--- config.mk ---
export PLATFORM = sky130hd
export DESIGN_NAME = can_id_subscription_table
export DESIGN_NICKNAME = d
export VERILOG_FILES = /design/src/rtl/cist_pkg.sv /design/src/rtl/cist_filter.sv /design/src/rtl/cist_table.sv /design/src/rtl/can_id_subscription_table.sv
export SDC_FILE = /design/constraint.sdc
export NUM_CORES = 1
export LEC_CHECK = 0
export ABC_AREA = 0
export ABC_CLOCK_PERIOD_IN_PS = 4700
export BUFFER_PORTS_ARGS = -buffer_cell sky130_fd_sc_hd__buf_2
export CAP_MARGIN = 20
export CORE_ASPECT_RATIO = 0.5
export CORE_MARGIN = 4
export CORE_UTILIZATION = 35
export DETAILED_ROUTE_END_ITERATION = 8
export PLACE_DENSITY_LB_ADDON = 0.08
export SLEW_MARGIN = 30
export SYNTH_ARGS = -nofsm -noshare
export SYNTH_HDL_FRONTEND = slang
export SYNTH_SLANG_ARGS = --single-unit
--- constraint.sdc ---
create_clock -name clk -period 4.7 [get_ports clk]
set_input_delay 0.47 -clock clk [delete_from_list [all_inputs] [get_ports clk]]
set_output_delay 0.47 -clock clk [all_outputs]
set_load 0.005 [all_outputs]
--- src/rtl/cist_pkg.sv ---
// shared constants, codes and types of the can id subscription table
// used by cist_filter, cist_table and can_id_subscription_table; no dependencies
`default_nettype none

package cist_pkg;

	// field widths
	localparam int ID_W      = 11;
	localparam int ID_IN_W   = 16;
	localparam int TAG_W     = 8;
	localparam int DATA_W    = 64;
	localparam int CMD_W     = 2;
	localparam int STATUS_W  = 3;
	localparam int SLOT_W    = 6;
	localparam int MODE_W    = 2;
	localparam int CFG_IDX_W = 2;

	// stream port widths
	localparam int S_TDATA_W = 88;
	localparam int S_TUSER_W = CMD_W;
	localparam int M_TDATA_W = 96;
	localparam int M_TUSER_W = STATUS_W + 1;
	localparam int M_PAD_W   = M_TDATA_W - SLOT_W - TAG_W - ID_W - DATA_W;

	localparam logic [ID_W-1:0] ID_MASK = 11'h7FF;

	// commands
	localparam logic [CMD_W-1:0] CMD_SUBSCRIBE   = 2'd0;
	localparam logic [CMD_W-1:0] CMD_UNSUBSCRIBE = 2'd1;
	localparam logic [CMD_W-1:0] CMD_FRAME       = 2'd2;

	// result status
	localparam logic [STATUS_W-1:0] STS_OK         = 3'd0;
	localparam logic [STATUS_W-1:0] STS_INVALID_ID = 3'd1;
	localparam logic [STATUS_W-1:0] STS_TABLE_FULL = 3'd2;
	localparam logic [STATUS_W-1:0] STS_NOT_SUB    = 3'd3;
	localparam logic [STATUS_W-1:0] STS_NO_SUB     = 3'd4;
	localparam logic [STATUS_W-1:0] STS_FILTERED   = 3'd5;

	// filter modes
	localparam logic [MODE_W-1:0] FM_SINGLE = 2'd1;
	localparam logic [MODE_W-1:0] FM_RANGE  = 2'd2;

	// configuration register indexes
	localparam logic [CFG_IDX_W-1:0] REG_FILTER_MODE = 2'd0;
	localparam logic [CFG_IDX_W-1:0] REG_FILTER_LOW  = 2'd1;
	localparam logic [CFG_IDX_W-1:0] REG_FILTER_HIGH = 2'd2;

	typedef struct packed {
		logic            valid;
		logic [ID_W-1:0] ident;
	} tbl_entry_t;

	typedef struct packed {
		logic       vi_we;
		logic       hdl_we;
		tbl_entry_t entry;
	} tbl_wr_t;

endpackage

`default_nettype wire

--- src/rtl/cist_filter.sv ---
// acceptance filter: derives code and mask from the filter registers and tests one id
// depends on cist_pkg
`default_nettype none

module cist_filter (
	input  logic [cist_pkg::MODE_W-1:0] mode,
	input  logic [cist_pkg::ID_W-1:0]   lo,
	input  logic [cist_pkg::ID_W-1:0]   hi,
	input  logic [cist_pkg::ID_W-1:0]   id,
	output logic                        accept
);
	import cist_pkg::*;

	logic [ID_W-1:0] diff;
	logic [ID_W-1:0] sm1;
	logic [ID_W-1:0] sm2;
	logic [ID_W-1:0] sm4;
	logic [ID_W-1:0] sm8;
	logic [ID_W-1:0] lo_min;
	logic [ID_W-1:0] mask;
	logic [ID_W-1:0] code;

	// smear the highest differing bit downward, the mask keeps the bits above it
	assign diff   = lo ^ hi;
	assign sm1    = diff | (diff >> 1);
	assign sm2    = sm1 | (sm1 >> 2);
	assign sm4    = sm2 | (sm2 >> 4);
	assign sm8    = sm4 | (sm4 >> 8);
	assign lo_min = (lo > hi) ? hi : lo;

	always_comb begin
		mask   = ID_MASK;
		code   = lo;
		accept = 1'b0;
		case (mode)
			FM_SINGLE: begin
				accept = ((id ^ code) & mask) == '0;
			end
			FM_RANGE: begin
				mask   = ~sm8 & ID_MASK;
				code   = lo_min & mask;
				accept = ((id ^ code) & mask) == '0;
			end
			default: begin
				accept = 1'b0;
			end
		endcase
	end

endmodule

`default_nettype wire

--- src/rtl/cist_table.sv ---
// subscription table storage: valid/ident memory and handler memory, registered read
// depends on cist_pkg
`default_nettype none

module cist_table #(
	parameter int ENTRIES = 64,
	parameter int HDL_W   = 8,
	parameter int IDX_W   = 6
) (
	input  logic                 clk,
	input  logic                 rd_en,
	input  logic [IDX_W-1:0]     rd_addr,
	output cist_pkg::tbl_entry_t rd_entry,
	output logic [HDL_W-1:0]     rd_hdl,
	input  cist_pkg::tbl_wr_t    wr,
	input  logic [IDX_W-1:0]     wr_addr,
	input  logic [HDL_W-1:0]     wr_hdl
);
	import cist_pkg::*;

	tbl_entry_t       vi_mem  [ENTRIES];
	logic [HDL_W-1:0] hdl_mem [ENTRIES];

	always_ff @(posedge clk) begin
		if (wr.vi_we) begin
			vi_mem[wr_addr] <= wr.entry;
		end
		if (rd_en) begin
			rd_entry <= vi_mem[rd_addr];
		end
	end

	// no clearing: a handler is only used from a valid entry, which wrote it
	always_ff @(posedge clk) begin
		if (wr.hdl_we) begin
			hdl_mem[wr_addr] <= wr_hdl;
		end
		if (rd_en) begin
			rd_hdl <= hdl_mem[rd_addr];
		end
	end

endmodule

`default_nettype wire

--- src/rtl/can_id_subscription_table.sv ---
// can id subscription table: acceptance filter, sequential table scan and result register
// depends on cist_pkg, cist_filter and cist_table
//
// usage:
//   s_axis carries one command beat: subscribe, unsubscribe or received frame (cmd in tuser).
//   m_axis returns exactly one result beat per command: status, delivered flag, slot,
//   handler, frame id and frame data.
//   cfg writes the filter registers (mode, low, high); cfg_ready is always high and a
//   write should only be made while no command is outstanding.
// sequence:
//   a command that passes the id and filter checks scans all TABLE_ENTRIES slots, one
//   memory read and one id compare per cycle, then goes through the tail and finish states;
//   its result is registered as it leaves finish and s_axis_tready rises in that same cycle.
//   a command rejected by the checks goes from idle straight to the finish state.
// reset:
//   arst_n clears the filter to accept none and starts a clearing pass over every table
//   slot, during which s_axis_tready is low.
// stalls:
//   a finished result waits in the output register while m_axis_tready is low; the next
//   command is still taken and scanned, and its result waits until the register frees.
`default_nettype none

module can_id_subscription_table #(
	parameter int TABLE_ENTRIES = 64,
	parameter int HANDLER_BITS  = 8
) (
	input  logic                             clk,
	input  logic                             arst_n,
	input  logic                             cfg_valid,
	output logic                             cfg_ready,
	input  logic [cist_pkg::CFG_IDX_W-1:0]   cfg_index,
	input  logic [cist_pkg::ID_W-1:0]        cfg_data,
	input  logic                             s_axis_tvalid,
	output logic                             s_axis_tready,
	// can_id[15:0], handler_tag[23:16], payload[87:24]
	input  logic [cist_pkg::S_TDATA_W-1:0]   s_axis_tdata,
	// cmd[1:0]
	input  logic [cist_pkg::S_TUSER_W-1:0]   s_axis_tuser,
	output logic                             m_axis_tvalid,
	input  logic                             m_axis_tready,
	// slot[5:0], handler_out[13:6], frame_id[24:14], frame_data[88:25], zero[95:89]
	output logic [cist_pkg::M_TDATA_W-1:0]   m_axis_tdata,
	// status[2:0], delivered[3]
	output logic [cist_pkg::M_TUSER_W-1:0]   m_axis_tuser
);
	import cist_pkg::*;

	localparam int IDX_W = (TABLE_ENTRIES > 1) ? $clog2(TABLE_ENTRIES) : 1;
	localparam int CNT_W = $clog2(TABLE_ENTRIES + 1);
	localparam logic [CNT_W-1:0] LAST_CNT = CNT_W'(TABLE_ENTRIES - 1);

	typedef enum logic [4:0] {
		ST_CLEAR  = 5'b00001,
		ST_IDLE   = 5'b00010,
		ST_SCAN   = 5'b00100,
		ST_TAIL   = 5'b01000,
		ST_FINISH = 5'b10000
	} state_t;

	state_t                   state_q;
	logic [CNT_W-1:0]         cnt_q;
	logic [MODE_W-1:0]        mode_q;
	logic [ID_W-1:0]          lo_q;
	logic [ID_W-1:0]          hi_q;

	logic [CMD_W-1:0]         cmd_q;
	logic [ID_W-1:0]          key_q;
	logic [HANDLER_BITS-1:0]  tag_q;
	logic [DATA_W-1:0]        data_q;
	logic                     early_q;
	logic [STATUS_W-1:0]      early_sts_q;

	logic                     found_q;
	logic [IDX_W-1:0]         found_idx_q;
	logic [HANDLER_BITS-1:0]  found_hdl_q;
	logic                     free_q;
	logic [IDX_W-1:0]         free_idx_q;

	logic                     rd_vld_s1;
	logic [IDX_W-1:0]         rd_idx_s1;

	logic                     out_valid_q;
	logic [M_TDATA_W-1:0]     out_tdata_q;
	logic [M_TUSER_W-1:0]     out_tuser_q;

	logic [CMD_W-1:0]         in_cmd;
	logic [ID_IN_W-1:0]       in_id;
	logic [TAG_W-1:0]         in_tag;
	logic [DATA_W-1:0]        in_data;
	logic                     s_fire;
	logic                     id_ok;
	logic                     flt_accept;
	logic                     early_d;
	logic [STATUS_W-1:0]      early_sts_d;

	logic                     rd_en;
	logic [IDX_W-1:0]         rd_addr;
	tbl_entry_t               rd_entry;
	logic [HANDLER_BITS-1:0]  rd_hdl;
	logic                     hit;
	logic                     empty;

	tbl_wr_t                  wr;
	logic [IDX_W-1:0]         wr_addr;
	logic                     fin_go;

	logic [STATUS_W-1:0]      r_status;
	logic                     r_deliv;
	logic [SLOT_W-1:0]        r_slot;
	logic [TAG_W-1:0]         r_hdl;
	logic [ID_W-1:0]          r_fid;
	logic [DATA_W-1:0]        r_fdata;

	assign in_cmd  = s_axis_tuser;
	assign in_id   = s_axis_tdata[ID_IN_W-1:0];
	assign in_tag  = s_axis_tdata[ID_IN_W+TAG_W-1:ID_IN_W];
	assign in_data = s_axis_tdata[ID_IN_W+TAG_W+DATA_W-1:ID_IN_W+TAG_W];

	assign cfg_ready     = 1'b1;
	assign s_axis_tready = (state_q == ST_IDLE);
	assign s_fire        = s_axis_tvalid && s_axis_tready;
	assign m_axis_tvalid = out_valid_q;
	assign m_axis_tdata  = out_tdata_q;
	assign m_axis_tuser  = out_tuser_q;
	assign fin_go        = !out_valid_q || m_axis_tready;

	cist_filter u_filter (
		.mode   (mode_q),
		.lo     (lo_q),
		.hi     (hi_q),
		.id     (in_id[ID_W-1:0]),
		.accept (flt_accept)
	);

	assign id_ok = (in_id[ID_IN_W-1:ID_W] == '0);

	// commands settled by the id and filter checks skip the scan
	always_comb begin
		early_d     = 1'b1;
		early_sts_d = STS_INVALID_ID;
		case (in_cmd)
			CMD_SUBSCRIBE: begin
				early_d = !(id_ok && flt_accept);
			end
			CMD_UNSUBSCRIBE: begin
				early_d = !id_ok;
			end
			CMD_FRAME: begin
				early_d = !flt_accept;
				early_sts_d = STS_FILTERED;
			end
			default: begin
				early_d = 1'b1;
			end
		endcase
	end

	assign rd_en   = (state_q == ST_SCAN);
	assign rd_addr = cnt_q[IDX_W-1:0];

	cist_table #(
		.ENTRIES (TABLE_ENTRIES),
		.HDL_W   (HANDLER_BITS),
		.IDX_W   (IDX_W)
	) u_table (
		.clk      (clk),
		.rd_en    (rd_en),
		.rd_addr  (rd_addr),
		.rd_entry (rd_entry),
		.rd_hdl   (rd_hdl),
		.wr       (wr),
		.wr_addr  (wr_addr),
		.wr_hdl   (tag_q)
	);

	// shared compare on the entry read in the previous cycle
	assign hit   = rd_vld_s1 && rd_entry.valid && (rd_entry.ident == key_q);
	assign empty = rd_vld_s1 && !rd_entry.valid;

	always_comb begin
		wr       = '0;
		wr_addr  = found_idx_q;
		r_status = STS_INVALID_ID;
		r_deliv  = 1'b0;
		r_slot   = '0;
		r_hdl    = '0;
		r_fid    = '0;
		r_fdata  = '0;
		if (state_q == ST_CLEAR) begin
			wr.vi_we = 1'b1;
			wr_addr  = cnt_q[IDX_W-1:0];
		end else if (state_q == ST_FINISH && early_q) begin
			r_status = early_sts_q;
		end else if (state_q == ST_FINISH) begin
			case (cmd_q)
				CMD_SUBSCRIBE: begin
					if (found_q) begin
						wr.hdl_we = 1'b1;
						r_status  = STS_OK;
						r_slot    = SLOT_W'(found_idx_q);
					end else if (free_q) begin
						wr.vi_we        = 1'b1;
						wr.hdl_we       = 1'b1;
						wr.entry.valid  = 1'b1;
						wr.entry.ident  = key_q;
						wr_addr         = free_idx_q;
						r_status        = STS_OK;
						r_slot          = SLOT_W'(free_idx_q);
					end else begin
						r_status = STS_TABLE_FULL;
					end
				end
				CMD_UNSUBSCRIBE: begin
					if (found_q) begin
						wr.vi_we = 1'b1;
						r_status = STS_OK;
						r_slot   = SLOT_W'(found_idx_q);
					end else begin
						r_status = STS_NOT_SUB;
					end
				end
				CMD_FRAME: begin
					if (found_q) begin
						r_status = STS_OK;
						r_deliv  = 1'b1;
						r_slot   = SLOT_W'(found_idx_q);
						r_hdl    = TAG_W'(found_hdl_q);
						r_fid    = key_q;
						r_fdata  = data_q;
					end else begin
						r_status = STS_NO_SUB;
					end
				end
				default: begin
					r_status = STS_INVALID_ID;
				end
			endcase
			if (!fin_go) begin
				wr.vi_we  = 1'b0;
				wr.hdl_we = 1'b0;
			end
		end
	end

	always_ff @(posedge clk or negedge arst_n) begin
		if (!arst_n) begin
			state_q     <= ST_CLEAR;
			cnt_q       <= '0;
			mode_q      <= '0;
			lo_q        <= '0;
			hi_q        <= '0;
			early_q     <= 1'b0;
			found_q     <= 1'b0;
			free_q      <= 1'b0;
			rd_vld_s1   <= 1'b0;
			out_valid_q <= 1'b0;
		end else begin
			if (cfg_valid && cfg_ready) begin
				case (cfg_index)
					REG_FILTER_MODE: mode_q <= cfg_data[MODE_W-1:0];
					REG_FILTER_LOW:  lo_q <= cfg_data;
					REG_FILTER_HIGH: hi_q <= cfg_data;
					default: begin
					end
				endcase
			end
			rd_vld_s1 <= rd_en;
			if (state_q == ST_FINISH && fin_go) begin
				out_valid_q <= 1'b1;
			end else if (out_valid_q && m_axis_tready) begin
				out_valid_q <= 1'b0;
			end
			// first match and first free slot win
			if (hit) begin
				found_q <= 1'b1;
			end
			if (empty) begin
				free_q <= 1'b1;
			end
			case (state_q)
				ST_CLEAR: begin
					if (cnt_q == LAST_CNT) begin
						cnt_q   <= '0;
						state_q <= ST_IDLE;
					end else begin
						cnt_q <= cnt_q + 1'b1;
					end
				end
				ST_IDLE: begin
					if (s_fire) begin
						found_q <= 1'b0;
						free_q  <= 1'b0;
						early_q <= early_d;
						cnt_q   <= '0;
						state_q <= early_d ? ST_FINISH : ST_SCAN;
					end
				end
				ST_SCAN: begin
					if (cnt_q == LAST_CNT) begin
						state_q <= ST_TAIL;
					end else begin
						cnt_q <= cnt_q + 1'b1;
					end
				end
				ST_TAIL: begin
					state_q <= ST_FINISH;
				end
				ST_FINISH: begin
					if (fin_go) begin
						state_q <= ST_IDLE;
					end
				end
				default: begin
					state_q <= ST_IDLE;
				end
			endcase
		end
	end

	always_ff @(posedge clk) begin
		if (s_fire) begin
			cmd_q       <= in_cmd;
			key_q       <= in_id[ID_W-1:0];
			tag_q       <= HANDLER_BITS'(in_tag);
			data_q      <= in_data;
			early_sts_q <= early_sts_d;
		end
		rd_idx_s1 <= rd_addr;
		if (hit && !found_q) begin
			found_idx_q <= rd_idx_s1;
			found_hdl_q <= rd_hdl;
		end
		if (empty && !free_q) begin
			free_idx_q <= rd_idx_s1;
		end
		if (state_q == ST_FINISH && fin_go) begin
			out_tdata_q <= {{M_PAD_W{1'b0}}, r_fdata, r_fid, r_hdl, r_slot};
			out_tuser_q <= {r_deliv, r_status};
		end
	end

`ifndef SYNTHESIS
	a_accept_starts_work: assert property (@(posedge clk) disable iff (!arst_n)
		s_fire |=> (state_q == ST_SCAN || state_q == ST_FINISH))
		else $error("accepted beat did not start a scan or finish");

	a_read_only_in_scan: assert property (@(posedge clk) disable iff (!arst_n)
		rd_vld_s1 |-> (state_q == ST_SCAN || state_q == ST_TAIL))
		else $error("table read data outside the scan");

	a_no_write_during_read: assert property (@(posedge clk) disable iff (!arst_n)
		(state_q == ST_FINISH && (wr.vi_we || wr.hdl_we)) |-> !rd_vld_s1)
		else $error("table write while a scan read is in flight");

	a_delivered_is_ok: assert property (@(posedge clk) disable iff (!arst_n)
		(m_axis_tvalid && m_axis_tuser[STATUS_W]) |-> (m_axis_tuser[STATUS_W-1:0] == STS_OK))
		else $error("delivered frame without ok status");
`endif

endmodule

`default_nettype wire

* Word level (Yosys, flattened, before mapping)
Memories as Yosys holds them, arrays and structs flattened. A register that Yosys moved wholly into a read port is not among the register bits.
Cells that the tools add are included.
** Word-level totals
- Bits in registers :: 248
- Output and inout port bits :: 103
- Logic and storage cells :: 151
- Memories kept :: 2
- Bits of input ports :: 108
- Memory bits (writable) :: 1280
** Cells by class
- Bitwise logic cells :: 13
- Add/sub/neg operators :: 1
- Mux-type cells :: 55
- Reduce and logical (&&, ||, !) cells :: 36
- Eq/ne operators :: 20
- $lt $le $gt $ge :: 1
** Memory list
- u_table.vi_mem :: words 64, bits a word 12, rd ports 1, clocked after memory_dff 1, write ports 1, line cist_table.sv:21 : tbl_entry_t vi_mem [ENTRIES];
- u_table.hdl_mem :: words 64, bits a word 8, rd ports 1, clocked after memory_dff 1, write ports 1, line cist_table.sv:22 : logic [HDL_W-1:0] hdl_mem [ENTRIES];
** Operators with widths (count)
- 6-bit 2-to-1 mux :: 9
- 14-bit 2-to-1 mux :: 3
- 11-bit bitwise XOR :: 3
- 13-bit 2-to-1 mux :: 2
- 5-bit 2-to-1 mux :: 5
- 5-bit one-hot mux with 5 select lines :: 1
- 11-bit bitwise AND :: 2
- 11-bit zero test :: 2
- 7-bit 2-to-1 mux :: 3
- 7-bit one-hot mux with 3 select lines :: 1
- 1-bit 2-to-1 mux :: 16
- 3-bit 2-to-1 mux :: 5
- 12-bit 2-to-1 mux :: 1
- 6-bit one-hot mux with 2 select lines :: 1
- 11-bit equality test :: 1
- 11-bit greater-than comparator :: 1
- 11-bit 2-to-1 mux :: 1
- 11-bit inverter :: 1
- 11-bit by 10-bit OR with 11-bit output :: 1
- 11-bit by 3-bit OR with 11-bit output :: 1
- 11-bit by 7-bit OR with 11-bit output :: 1
- 11-bit by 9-bit OR with 11-bit output :: 1
- 1-bit logical AND :: 10
- 3-bit one-hot mux with 3 select lines :: 1
- 28 further kinds :: 53

* Logic depth before layout (Yosys ltp)
Gate-level depths: netlist of the first run.
- Depth in word-level cells :: 17
- Mapped depth :: 13
- Mapped depth without buffers :: 10

* Modules after synthesis
A second synthesis of the first run with hierarchy kept.
** Second synthesis, totals
- Cells, all modules :: 2951
- Area total of the unflattened synthesis :: 59915.0 µm²
** Modules (own cells, without submodules)
- cist_table :: area each 50034.2 µm², seq. area each 39037.4 µm², times used 1, cells each 2307
- can_id_subscription_table :: area each 9087.5 µm², seq. area each 7123.1 µm², times used 1, cells each 539
- cist_filter :: area each 793.3 µm², seq. area each 0.0 µm², times used 1, cells each 105

* Worst setup path before layout of the first run
Ideal clock, no wire load.
- Path kind :: register to register
- Start :: register cmd_q[0]
- End :: memory u_table.vi_mem[0][8] (netlist bit), data pin
- Period minus slack after synthesis :: 3822 ps
- Cell stages (with the launch flop) :: 9
- Buffers on the path :: 3
- Library setup time :: 367 ps
- Data arrival time :: 3455 ps
- Data required time :: 4333 ps
- Path slack :: 878 ps
- Cells stage by stage :: edfxtp_1 -> inv_1 -> ha_1 -> and3b_1 -> buf_6 -> and4b_1 -> buf_6 -> clkbuf_1 -> and2_1
** RTL lines
- start, declared :: line can_id_subscription_table.sv:66 : logic [CMD_W-1:0] cmd_q;
- start signal, assigned :: line can_id_subscription_table.sv:322 : cmd_q <= in_cmd;
- end, declared :: line cist_table.sv:21

* Final worst setup path of the first run
- Start :: register cmd_q[0]
- End :: memory u_table.vi_mem[14][3] (netlist bit) (enable)
** On the way
- Longest elaborated chain between the ends :: 8
** Ends and longest elaborated chain
- 2-bit by 1-bit equality test with 1-bit output / 2-bit zero test (equally long branches) :: line can_id_subscription_table.sv:195 : case (cmd_q)
- 1-bit one-hot mux with 2 select lines :: line can_id_subscription_table.sv:195
- 2-bit 2-to-1 mux :: line can_id_subscription_table.sv:238 : if (!fin_go) begin
- 14-bit 2-to-1 mux :: line can_id_subscription_table.sv:194 : end else if (state_q == ST_FINISH) begin
- 14-bit 2-to-1 mux :: line can_id_subscription_table.sv:192 : end else if (state_q == ST_FINISH && early_q) begin
- 1-bit 2-to-1 mux :: line can_id_subscription_table.sv:189 : if (state_q == ST_CLEAR) begin
- 1-bit 2-to-1 mux :: line cist_table.sv:25 : if (wr.vi_we) begin
- 1-bit 2-to-1 mux (implied by the code) :: line cist_table.sv:26 : vi_mem[wr_addr] <= wr.entry;
Several ways; a longest one is shown, not always the timed one.

==> run summary, run 1 <==
After synthesis, the mean cell area works out to 22.7 µm². The sequential cells in the finished layout cover a total of 46200 µm². The total vias in the final route came out at 28300.

Of all flip-flops after synthesis, the portion carrying an async set or reset was 0.0265. The count of cell types in the netlist is 57. The tree is rooted in a clkbuf_16. In this run the number of H-tree levels came out at 4. The arrival time at the worst endpoint came out at 4740 ps. The flip-flop and latch count after synthesis came out at 1546. The path class of the lowest-slack min-delay path is in2reg. The remaining global-route overflow came out at 0.

The final weighted congestion in routability-driven placement is 0.777. Setup violations remaining at the end of the flow were counted as 0. For this run, the post-layout net count is 3262. The total power density per cell area is 456 nW/µm².

Of the post-synthesis cell area, the dominant cell type holds 0.757. The peak fanout along the critical path came out at 12. The area of the placeable core is 168000 µm².

After routing the design area is 70200 µm². The maximum number of pins on one net before global-route repair came out at 94. In the final layout, the share of cells above drive strength 1 is 0.328.

The fraction of the core area covered by cells at the end of the flow is 0.418. After synthesis, the cell types taking the most area are edfxtp_1 76%, mux4_2 16%, dfrtp_1 1.7%. No sink is reached through more buffers than the 4 on the longest clock path. Summed over all nets, the half-perimeter wirelength after detailed placement is 100 mm. The initial standard-cell utilization of the core is 0.354. TritonCTS created 155 clock buffers. The floorplan step defined a die boundary enclosing 177000 µm². For this block, the routed nets add up to 160 mm of wire. The number of slew-limit violations in the final report is 0. The fraction of the yosys area taken by sequential cells came out at 0.776.

The data required time of the worst path is 5100 ps. The cell count of the worst reg-to-reg path is 9. Synthesis handed over a netlist of 2625 instances. The leading area contributor after synthesis is edfxtp_1. TritonCTS built the clock tree. The run finished with clean final reports. The synthesized area came out at 59500 µm². The width of the die came out at 591 µm. The number of fill cells in the layout came out at 14700. Pin placement for this block handled 211 I/O pins. Max-cap violations in this run came to 0. The worst hold path begins at cfg_index[1]. The worst register-to-register path ends at u_table.vi_mem[14][3]. The count of nets left with antenna violations once routing finished came out at 0. The peak ir drop on the vdd network came out at 250 µV. After clock tree synthesis, the clock-pin slew on the worst setup and hold paths is 60 ps. Setup repair after global routing left no endpoint under its margin. The global routing usage summed across all routing layers came out at 0.180.

The startpoint identified for the worst register-to-register timing path is cmd_q[0]. The post-cts resize count came out at 0. In the final layout, the multi-input gates occupy 12600 µm². After layout, the minimum clock period comes to 4350 ps. After floorplanning, the core was divided into 106 placement rows. The headroom to the max-slew limit is 0.310. The count of yosys warnings during synthesis came out at 0. The startpoint type of the worst setup path is a register.

The part of the cycle the worst path needs came out at 0.925. The highest clock rate is 230 MHz. The leakage power came out at 20.2 nW. The wire length per cell after detailed routing came out at 29.0 µm. The transition time of the tightest slew-check pin came out at 1040 ps. Setup slack on the worst reg-to-reg path comes out at 350 ps.

The number of enable flip-flop cells after synthesis came out at 1499. The area of placed instances came out at 64400 µm². The worst setup path is captured at a register. The worst setup skew after layout came out at 44.7 ps. The clock insertion delay at the later pin of the skew report is 790 ps. Adding up every negative setup slack in the final design gives 0 ps. The number of post-CTS setup repair buffers came out at 0. The count of buffers from port buffering came out at 202. The number of endpoints with negative hold slack in the final report came out at 0.

For this block, the initial DRC count from the detailed router was 2438. The post-detailed-route via-to-cell ratio is 5.12. The wire length of the first global-routing pass came out at 227 mm. After detailed routing, the number of remaining DRC violations is 0. The most used flip-flop cell after synthesis is edfxtp_1. The number of hold buffers added after CTS came out at 99. The die boundary height came out at 300 µm. The via count of the first global-routing pass is 29200. The initial antenna violation count is 19.

The layout overhead on the synthesized area came out at 18.0%. The critical path is of the reg2reg type. For hold timing, the worst endpoint is mode_q[1]. The number of cells traversed by the worst hold path is 4. The pre-antenna-repair detailed-routing pass consisted of 5 iterations. The clock sink total came out at 1546.
## flip-flops by register name (all words and copies together) (netlist names), 11 cells and up
signal	count
data_q	64
lo_q	11
hi_q	11
u_table.hdl_mem	512
u_table.vi_mem	768
m_axis_tdata	89
key_q	11
u_table.rd_entry	12
## worst max-delay path: stages (launching register included)
cell and delay [ps]:
edfxtp_1 420, inv_1 110, ha_1 220, and3b_1 350
and4b_2 480, mux2i_1 240, nor2_1 80, a21oi_1 620
nand3_1 670, nor2_2 760
## cells in the mapped netlist, types with 7 or more instances
| cell type | instances |
|---|---|
| xor2_1 | 20 |
| buf_2 | 25 |
| inv_1 | 23 |
| o21ai_0 | 9 |
| dfrtp_1 | 40 |
| mux2i_1 | 9 |
| nand2_1 | 17 |
| buf_4 | 13 |
| clkbuf_1 | 60 |
| and2_1 | 97 |
| nor4_1 | 7 |
| a21o_1 | 9 |
| mux2_2 | 27 |
| a21oi_1 | 14 |
| xnor2_1 | 12 |
| buf_1 | 25 |
| mux4_2 | 420 |
| buf_6 | 10 |
| edfxtp_1 | 1499 |
| nand3_1 | 26 |
| ha_1 | 19 |
| nor2_1 | 160 |
## placed cells by master (no fill, tap or decap), types with 23 or more instances in the layout
cell type      instances
edfxtp_1            1499
mux4_2               420
buf_2                202
clkbuf_16            161
nor2_1               160
buf_4                154
dlygate4sd3_1         99
and2_1                86
dfrtp_1               35
clkbuf_1              34
mux2_2                27
nand3_1               26
clkinv_1              26
clkinv_2              23
## power by group
group	total (mW)	leakage [nW]	internal, mW	switching (mW)
clock network	12.0	2.35	6.89	5.11
registers	15.9	12.6	15.6	0.219
logic	4.11	5.25	1.84	2.26
total	32.0	20.2	24.4	7.59
## worst max-delay path by stage
| stage | start | endpoint | slack [ps] | cells past startpoint |
|---|---|---|---|---|
| floorplan | cmd_q[0] | u_table.vi_mem[0][8] | 880 | 8 |
| finish | cmd_q[0] | u_table.vi_mem[14][3] | 350 | 9 |
| global placement | cmd_q[0] | u_table.vi_mem[14][3] | 390 | 9 |
| CTS | cmd_q[0] | u_table.vi_mem[14][3] | 250 | 9 |
| global route | cmd_q[0] | u_table.vi_mem[14][3] | 70 | 9 |
| detailed placement | cmd_q[0] | u_table.vi_mem[14][3] | 250 | 9 |
## layer usage
metal,part of all wire,wire [µm],vias to the layer above,track usage
li1,-,-,12000,-
met1,0.45,72600,15300,0.262
met2,0.47,74700,869,0.284
met3,0.064,10300,176,0.0347
met4,0.015,2450,2,0.0319
met5,0.000081,13,-,0
## cells by family after synthesis
family | synth area share
AOI/OAI and AO/OA | 0.00743
xor gates and xnor gates | 0.00471
adders and majority gates | 0.00400
buffers and inverters | 0.0125
DFF | 0.776
muxes | 0.166
other | 0.000126
and+or+nand+nor | 0.0296
## per-stage QoR
| step | total power, mW | setup WS (ps) | cells | hold WS (ps) |
|---|---|---|---|---|
| final | 32.0 | 355 | 5518 | 65.5 |
| after global routing | 33.3 | 73.4 | 5510 | 31.0 |
| after CTS | 32.5 | 246 | 5510 | 0.954 |
| after detailed placement | 20.3 | 250 | 5147 | 411 |
| after global placement | 20.3 | 389 | 5144 | 403 |
| after floorplan | 18.9 | 878 | 2631 | 174 |
## cell type report
class                   instances  share of cell area
diodes                          8            0.000285
well taps                    2268              0.0404
multi-input cells             929               0.180
repair buffers                480              0.0518
flip-flops and latches       1546               0.658
clock buffers                 198              0.0598
clock inverters                66             0.00843
inverters                      23             0.00127
Power figures use the tool's default switching activity.
==> inputs of run 2 (changes only) <==
--- a/config.mk
+++ b/config.mk
@@ -10,7 +10,6 @@
 export BUFFER_PORTS_ARGS = -buffer_cell sky130_fd_sc_hd__buf_2
 export CAP_MARGIN = 20
 export CORE_ASPECT_RATIO = 0.5
-export CORE_MARGIN = 4
 export CORE_UTILIZATION = 35
 export DETAILED_ROUTE_END_ITERATION = 8
 export PLACE_DENSITY_LB_ADDON = 0.08
==> run 2 against run 1 <==
Net effect: sequential power about the same; total power down 0.12%; maximum frequency shrank 1.4%; core utilization down 0.075 points; flip-flop and latch count unchanged; first-iteration DRC count down 3.8%; critical endpoint is now u_table.hdl_mem[54][2]; highest routed layer is now met4.
==> run summary, run 2 (synthesis results as in run 1) <==
The flow ran to the end, and the final reports show no timing, DRC or antenna violations. The headroom to the max-slew limit was 0.338 (+0.0279). Setup repair after global routing left no endpoint under its margin. The number of setup violations in the final report came out at 0 (unchanged). The number of cells in the design after placement came out at 5146 (-0.019%). The total vias in the final route came out at 28100 (-0.53%).

The layout net count came to 3262 (unchanged). The area of placed instances is 64300 µm² (-0.12%). The clock sink total came out at 1546 (unchanged). The count of antenna-violating nets left after detailed routing is 0 (unchanged). The remaining global-route overflow is 0 (unchanged). The number of fill cells in the layout is 14800 (+0.44%). The violation count after the first detailed-route iteration is 2346 (-3.8%). The clock insertion delay at the later pin of the skew report is 780 ps (about the same). The half-perimeter wire length after detailed placement came out at 101 mm (+0.95%). The most common cell after layout, fill and taps aside is edfxtp_1. The number of buffers created by CTS is 155 (unchanged).

The post-detailed-route via-to-cell ratio was 5.10 (-0.39%). The transition time of the tightest slew-check pin came out at 994 ps (-41.9 ps). The worst flop-to-flop path startpoint is cmd_q[0].

The arrival time at the worst endpoint came out at 4790 ps (+50 ps). The path class of the tightest hold or removal check is in2reg. The data required time of the worst path is 5080 ps (-20 ps). The final weighted congestion in routability-driven placement came to 0.777 (about the same). The count of buffers from port buffering came out at 202 (unchanged). The initial standard-cell utilization of the core is 0.354 (about the same). The number of endpoints with negative hold slack in the final report is 0 (unchanged). More flip-flops sit in one register than any other, and that register is u_table.vi_mem. The total power density per cell area came to 456 nW/µm² (+0.13%). The sort of element at the end of the critical path is a register.

The total negative slack for setup checks is 0 ps (unchanged). The maximum number of pins on one net before global-route repair is 90 (-4.3%). The initial antenna violation count is 18 (-1). The peak ir drop on the vdd network is 284 µV (+13%).

The boundary pin count came out at 211 (unchanged). In this run the worst setup path begins at cmd_q[0]. The die boundary height came out at 294 µm (-2.0%). The library cells used most frequently in the layout, excluding fill and tap cells, are 1499 x edfxtp_1, 420 x mux4_2, 201 x buf_2. The worst setup path is of the reg2reg kind. The wire length of the first global-routing pass is 227 mm (about the same). The number of levels in the clock H-tree is 4 (unchanged). The final routed wirelength across all metal layers came out at 160 mm (-0.16%).

The width of the die came out at 585 µm (-1.0%). The max-cap check violation count is 0 (unchanged). The DRC violations left came out at 0 (unchanged). The clock period minus worst slack came out at 4410 ps (+63.0 ps). The number of iterations in the first detailed-routing pass was 5 (unchanged).

The number of buffers on the longest clock path came out at 4 (unchanged). The final standard cell count with taps included and fillers excluded is 5510 (-0.14%). The total number of placement rows came to 106 (unchanged).

The worst setup skew after layout came out at 47.0 ps (+2.28 ps). The global routing usage summed across all routing layers is 0.186 (+0.00668). The critical path ends at u_table.hdl_mem[54][2]. The flip-flop count of the largest register after layout is 768 (unchanged). TritonCTS built the clock tree. The clock transition at the register clock pins on the worst setup and hold paths after CTS is 60 ps (about the same). The part of the cycle the worst path needs is 0.938 (+0.0134). From synthesis to final layout, the design area changed by 17.7%.

The area of the placeable core is 168000 µm² (about the same). The share of layout cells above drive strength 1 was 0.328 (about the same). The number of slew-limit violations in the final report is 0 (unchanged).

The overall power came out at 31.9 mW (-0.12%). The flop-to-flop setup slack came out at 290 ps (-60 ps). The worst setup path is launched from a register.

The via count of the first global-routing pass came out at 29000 (-0.87%). The highest clock rate is 227 MHz (-1.4%). The endpoint identified for the worst register-to-register timing path is u_table.hdl_mem[54][2]. The area of the die came out at 172000 µm² (-3.0%). CTS placed an instance of clkbuf_16 at the clock tree root. The number of post-CTS setup repair buffers is 0 (unchanged). The cell count of the worst reg-to-reg path is 10 (+1). The post-route standard cell area excluding fillers is 70000 µm² (-0.26%).

The wire length per cell after detailed routing came out at 29.0 µm (about the same). The leakage power is 20.1 nW (-0.31%). The peak fanout along the critical path came to 8 (-4).
run 2: worst max-delay path: stages, from the launching register on:
cell and delay, ps:
edfxtp_1 420, inv_1 120, ha_1 220, and3b_1 350, and4b_2 460, mux2i_1 220
nor2_1 50, a21oi_1 690, and2_1 300, nand3_1 480, nor2_1 710
run 2: layout make-up:
| cell class | count | area, µm² | area share |
|---|---|---|---|
| Sequential cell | 1546 | 46200 | 0.660 |
| Multi-Input combinational cell | 929 | 12600 | 0.181 |
| Clock buffer | 197 | 4140 | 0.0592 |
| Timing Repair Buffer | 480 | 3550 | 0.0508 |
| Tap cell | 2268 | 2840 | 0.0405 |
| Clock inverter | 62 | 541 | 0.00772 |
| Inverter | 23 | 88.8 | 0.00127 |
| Antenna cell | 5 | 12.5 | 0.000179 |
run 2: worst min path at each step:
stage,endpoint,cells past startpoint,slack (ps),startpoint
after CTS,mode_q[0],3,5,cfg_index[0]
after floorplan,cnt_q[0],0,170,arst_n
after detailed placement,found_hdl_q[6],0,400,u_table.rd_hdl[6]
final,mode_q[0],3,70,cfg_index[0]
after global routing,mode_q[0],3,90,cfg_index[0]
after global placement,found_hdl_q[3],0,400,u_table.rd_hdl[3]
run 2: timing repair:
action,CTS,global route
hold buffers,100,0
endpoints found under the hold margin,149,0
resized for setup,0,0
run 2: report_power, final:
group	leakage, nW	total [mW]	switching (mW)	internal (mW)
Sequential	12.6	15.9	0.261	15.6
Clock	2.30	11.9	5.11	6.75
Combinational	5.23	4.17	2.29	1.88
Total	20.1	31.9	7.66	24.3
run 2: through the flow:
step           hold WS [ps]  setup WS (ps)  utilization
2_1_floorplan           174            878            -
3_3_place_gp            403            400        0.383
3_5_place_dp            405            299        0.383
4_1_cts                5.16            280        0.417
5_1_grt                85.9           22.1        0.417
6_report               70.0            292        0.417
run 2: metal layers:
layer | track usage | wire length [µm]
met4 | 0.0339 | 2540
met5 | 0 | 0
met1 | 0.278 | 75000
met3 | 0.0300 | 8880
met2 | 0.290 | 73400
